**config.mk**
```make
export PLATFORM = sky130hd
export DESIGN_NAME = mm_cell
export DESIGN_NICKNAME = d
export VERILOG_FILES = /design/src/rtl/core/mm_pkg.sv /design/src/rtl/core/mm_cell.sv
export SDC_FILE = /design/constraint.sdc
export NUM_CORES = 2
export LEC_CHECK = 0
export ABC_CLOCK_PERIOD_IN_PS = 11890
export BUFFER_PORTS_ARGS = -buffer_cell sky130_fd_sc_hd__buf_2
export CAP_MARGIN = 15
export CORE_ASPECT_RATIO = 1.2
export CORE_UTILIZATION = 45
export CTS_CLUSTER_DIAMETER = 40
export DETAILED_ROUTE_END_ITERATION = 10
export PLACE_DENSITY = 0.66
export SLEW_MARGIN = 0
export SYNTH_ARGS = -nofsm -noshare
export SYNTH_HDL_FRONTEND = slang
export SYNTH_SLANG_ARGS = --single-unit
```
**constraint.sdc**
```tcl
create_clock -name clock -period 11.89 [get_ports clock]
set_input_delay 1.7835 -clock clock [delete_from_list [all_inputs] [get_ports clock]]
set_output_delay 1.7835 -clock clock [all_outputs]
set_load 0.1 [all_outputs]
```
**src/rtl/core/mm_pkg.sv**
```systemverilog
// Shared types and constants of the matrix multiply block.
package mm_pkg;

   localparam int ELEM_W    = 32;
   localparam int PROD_W    = 2 * ELEM_W;
   localparam int CFG_W     = 3;
   localparam int CSR_IDX_W = 2;
   localparam int KIND_W    = 2;
   localparam int POS_W     = 2;
   localparam int MAX_IDX_W = 4;

   localparam logic [KIND_W-1:0] KIND_LOAD_LEFT  = 2'd0;
   localparam logic [KIND_W-1:0] KIND_LOAD_RIGHT = 2'd1;
   localparam logic [KIND_W-1:0] KIND_COMPUTE    = 2'd2;

   localparam logic [CSR_IDX_W-1:0] REG_LEFT_ROWS  = 2'd0;
   localparam logic [CSR_IDX_W-1:0] REG_INNER_SIZE = 2'd1;
   localparam logic [CSR_IDX_W-1:0] REG_RIGHT_COLS = 2'd2;

   localparam logic [CFG_W-1:0] DIM_RESET = 3'd4;

   localparam logic [ELEM_W-1:0] Q_MAX = 32'h7FFF_FFFF;
   localparam logic [ELEM_W-1:0] Q_MIN = 32'h8000_0000;

   // One product element on its way down the chain.
   typedef struct packed {
      logic                 valid;
      logic                 last;
      logic [MAX_IDX_W-1:0] row;
      logic [MAX_IDX_W-1:0] col;
   } token_type;

   // Element write broadcast to the cells.
   typedef struct packed {
      logic                 we_left;
      logic                 we_right;
      logic [MAX_IDX_W-1:0] sel;
      logic [MAX_IDX_W-1:0] addr;
      logic [ELEM_W-1:0]    data;
   } load_type;

endpackage

```
**src/rtl/core/mm_cell.sv**
```systemverilog
// One cell of the multiply chain: holds left column k and right row k, adds one term.
module mm_cell import mm_pkg::*; #(
   parameter int MAX_DIM  = 4,
   parameter int CELL_POS = 0
) (
   input  logic                                     clock,
   input  logic                                     reset,
   input  logic                                     enable,
   input  logic [CFG_W-1:0]                         inner_size,
   input  load_type                                 load,
   input  token_type                                tok_in,
   input  logic signed [PROD_W+$clog2(MAX_DIM)-1:0] psum_in,
   output token_type                                tok_out,
   output logic signed [PROD_W+$clog2(MAX_DIM)-1:0] psum_out,
   output logic                                     busy
);

   localparam int IDX_W = (MAX_DIM > 1) ? $clog2(MAX_DIM) : 1;
   localparam int ACC_W = PROD_W + $clog2(MAX_DIM);

   logic [ELEM_W-1:0] left_col_ff  [MAX_DIM];
   logic [ELEM_W-1:0] right_row_ff [MAX_DIM];

   token_type                 tok1_ff, tok2_ff;
   logic signed [PROD_W-1:0]  prod_ff, prod_in;
   logic signed [ACC_W-1:0]   psum1_ff, sum_ff, sum_in;
   logic signed [ELEM_W-1:0]  left_sel, right_sel;
   logic                      active;

   // Element stores; no reset, an entry is defined once written.
   always_ff @(posedge clock) begin
      if (load.we_left && load.sel == MAX_IDX_W'(CELL_POS)) begin
         left_col_ff[load.addr[IDX_W-1:0]] <= load.data;
      end
      if (load.we_right && load.sel == MAX_IDX_W'(CELL_POS)) begin
         right_row_ff[load.addr[IDX_W-1:0]] <= load.data;
      end
   end

   assign left_sel  = $signed(left_col_ff[tok_in.row[IDX_W-1:0]]);
   assign right_sel = $signed(right_row_ff[tok_in.col[IDX_W-1:0]]);
   assign prod_in   = PROD_W'(left_sel) * PROD_W'(right_sel);

   // Terms beyond the inner size pass the partial sum through.
   assign active = int'(inner_size) > CELL_POS;
   assign sum_in = active ? (psum1_ff + ACC_W'(prod_ff)) : psum1_ff;

   always_ff @(posedge clock) begin
      if (reset) begin
         tok1_ff.valid <= 1'b0;
         tok2_ff.valid <= 1'b0;
      end else if (enable) begin
         tok1_ff  <= tok_in;
         tok2_ff  <= tok1_ff;
         prod_ff  <= prod_in;
         psum1_ff <= psum_in;
         sum_ff   <= sum_in;
      end
   end

   assign tok_out  = tok2_ff;
   assign psum_out = sum_ff;
   assign busy     = tok1_ff.valid | tok2_ff.valid;

endmodule

```
==> reports/qor.yml <==
status: "complete, but fails checks"
violations: "design-rule violations"
core_sq_um: 123000
layout_min_cycle_time_ns: 10.65
cp.required_ns: 12.32
synth_top_area_cell: "fa_1"
clockRootBuffer: "clkbuf_16"
slew_viol_final: 0
worstPathArrival_ns: 11.08
r2r_cells: 28
syn_avg_cell_area_sq_um: 10.4
via_count: 39100
clock_skew_ns: 0.0276
antenna_left: 0
cts_hold_buf: 0
syn2layout_area_growth_pct: 11.1
worstSkewPairLatency_ns: 0.70
synth_seq_cells: 472
grt_overflow_total: 0
num_rows: 141
cts_resized: 0
post-route-period-util: 0.896
crit_path_frequent_cell: "fa_1"
grtUsageMet3: 0.0599
initial_core_util: 0.453
seq_area_frac_synth: 0.254
ys_types: 71
ios: 201
grt_pass1_vias: 42100
cp-end-kind: "flop"
setup_viol: 0
final_area_sq_um: 61900
synth-edff-count: 470
top_usage_layer: "met2"
finalSetupTns_ns: 0
hold_viol: 0
relSlewSlack: 0.228
grt_max_degree: 79
path_class: "primary input to flop"
postCtsSetupBuffers: 0
yosysWarnings: 0
whs_path_depth: 0
whs_ns: 0.421
whs_endpoint: "tok_out[6]$_DFFE_PP_"
io_buffers: 198
viasPerCell: 5.40
fp.dieArea_sq_um: 125000
met2_usage: 0.419
netlist_top_cells_area: "fa_1 39%, edfxtp_1 25%, inv_1 7.0%, ha_1 5.6%, nand2_1 4.3%"
r2r_start: "right_row_ff[2][13]$_DFFE_PP_"
hold_start: "tok1_ff[6]$_DFFE_PP_"
chipWidth_microns: 323
cts_tree: "built"
synthArstFlopShare: 0
first_pass_iters: 9
dpl_cell_area_sq_um: 59300
crit_fanout: 38
critPathLaunchType: "primary input"
syn_inst: 5339
synthFlopType: "edfxtp_1"
grt_pass1_wl_mm: 243
r2r-end: "prod_ff[63]$_DFFE_PP_"
drtIter0Drc: 2918
place_congestion: 0.987
drc: 8
worstHoldPathType: "flop to flop"
yosys.area.top_type_share: 0.389
nNetsFinal: 6995
syn-num-nets: 6795
antenna_found_initial: 11
layout-drive-gt1-share: 0.107
syn_area_sq_um: 55700
routed_wl_mm: 156
clock-sinks: 472
wl_per_cell_microns: 21.5
clock_path_buffers: 3
htree_levels: 3
grt_setup_unrepaired: "false"
grt_usage: 0.259
drv_cap: 0
tightestPinTransition_ns: 1.16
dp_hpwl_mm: 123
critical-path-max-stage-delay_ns: 0.62
max_freq_ghz: 0.0939
clkTransAtPathRegs_ns: 0.06
critical-path-slowest-cell: "fa_1"
r2r_setup_slack_ns: 2.48
grtUsageMet1: 0.327
die_h_microns: 387
cts-buffers-inserted: 70
fillers: 11000
==> critical path, delay by kind of cell <==
kind                       cells  cell delay, ns
AOI/OAI and AO/OA              7            1.67
xor gates and xnor gates       1            0.11
adders and majority gates      9            4.53
buffers and inverters          8            1.34
muxes                          1            0.39
and+or+nand+nor                5            1.12
==> layout make-up <==
class / instances / area, sq um / share of cell area
Sequential cell: 472 / 14200 / 0.229
Inverter: 1037 / 3890 / 0.0629
Multi-Input combinational cell: 3589 / 36800 / 0.595
Tap cell: 1644 / 2060 / 0.0332
Timing Repair Buffer: 369 / 2390 / 0.0386
Antenna cell: 4 / 10.0 / 0.000162
Clock inverter: 51 / 764 / 0.0124
Clock buffer: 76 / 1770 / 0.0287
==> flip-flops by register name, indices dropped and copies added (netlist names) <==
name,flops
right_row_ff,128
tok_out,10
prod_ff,64
left_col_ff,128
psum1_ff,66
tok1_ff,10
psum_out,66
==> placed cells by master (no fill, tap or decap), types with 15 or more instances in the layout <==
master,synthesis,routed
edfxtp_1,470,470
clkbuf_16,0,70
nand3_1,28,28
xor2_1,53,53
o21ai_2,1,15
mux2_2,55,55
nand2b_1,38,38
nor2_1,613,607
o21ai_0,97,84
nand4_1,17,17
xnor2_1,79,79
o21a_1,62,62
ha_1,249,249
mux2i_1,59,59
o21bai_1,28,28
buf_4,2,163
buf_2,3,197
nor3_1,19,16
a21oi_1,177,177
and2_1,26,26
nand2_1,641,641
a31oi_1,20,20
o21ai_1,39,38
inv_1,1037,1037
fa_1,1083,1083
a21o_1,63,63
==> cells by family (layout without fill, tap and decap cells) <==
| kind of cell | Yosys count | count (layout) | synth area share |
|---|---|---|---|
| mux | 123 | 123 | 0.0254 |
| fa+ha+maj | 1332 | 1332 | 0.445 |
| buf+inv | 1278 | 1533 | 0.0863 |
| other cells | 0 | 4 | 0 |
| compound gates | 558 | 558 | 0.0624 |
| simple gates | 1444 | 1444 | 0.106 |
| xor+xnor | 132 | 132 | 0.0208 |
| flops | 472 | 472 | 0.254 |
==> cell usage after synthesis (3+ instances only) <==
| library cell | n |
|---|---|
| a211o_1 | 3 |
| o31a_1 | 3 |
| and3_1 | 10 |
| a2111o_1 | 3 |
| xnor2_1 | 79 |
| o31ai_1 | 9 |
| nand2b_1 | 38 |
| xor2_1 | 53 |
| o21ai_1 | 39 |
| a21o_1 | 63 |
| mux2_2 | 55 |
| nor2_1 | 613 |
| nand3_1 | 28 |
| and2_1 | 26 |
| ha_1 | 249 |
| a211oi_1 | 8 |
| clkbuf_1 | 222 |
| a21oi_1 | 177 |
| nand4_1 | 17 |
| a221oi_1 | 3 |
| nor4_1 | 8 |
| a311oi_1 | 3 |
| o21bai_1 | 28 |
| a2111oi_0 | 3 |
| o211ai_1 | 10 |
| fa_1 | 1083 |
| a21boi_0 | 3 |
| nor3b_1 | 4 |
| mux2i_1 | 59 |
| or3_1 | 6 |
| o21a_1 | 62 |
| mux4_2 | 9 |
| a31oi_1 | 20 |
| and4_1 | 5 |
| buf_1 | 14 |
| nand2_1 | 641 |
| inv_1 | 1037 |
| o2111ai_1 | 6 |
| or2_2 | 7 |
| nor2b_1 | 13 |
| o21ai_0 | 97 |
| edfxtp_1 | 470 |
| buf_2 | 3 |
| nor3_1 | 19 |
==> per-stage QoR <==
step | instances | utilization | setup WS [ns]
4_1_cts | 7236 | 0.503 | 1.36
5_1_grt | 7239 | 0.503 | 0.921
3_5_place_dp | 7109 | 0.482 | 0.620
3_3_place_gp | 7109 | 0.482 | 0.649
6_report | 7242 | 0.503 | 1.24
2_1_floorplan | 5339 | - | 0.899
==> metal layers <==
layer	vias up	wire length [microns]
li1	17000	-
met1	19800	59800
met2	1896	72300
met3	455	15100
met4	16	8430
met5	-	96
==> worst max-delay path by stage <==
stage / start / to / cells past startpoint
3_5_place_dp: tok_in[5] / prod_ff[63]$_DFFE_PP_ / 30
3_3_place_gp: tok_in[5] / prod_ff[63]$_DFFE_PP_ / 32
6_report: tok_in[5] / prod_ff[63]$_DFFE_PP_ / 31
5_1_grt: tok_in[5] / prod_ff[63]$_DFFE_PP_ / 31
2_1_floorplan: tok_in[5] / prod_ff[63]$_DFFE_PP_ / 33
4_1_cts: tok_in[5] / prod_ff[63]$_DFFE_PP_ / 30
Power is left out: the tool's default activity adds up to more than one toggle a clock period on the data nets, which glitch-free logic cannot reach.
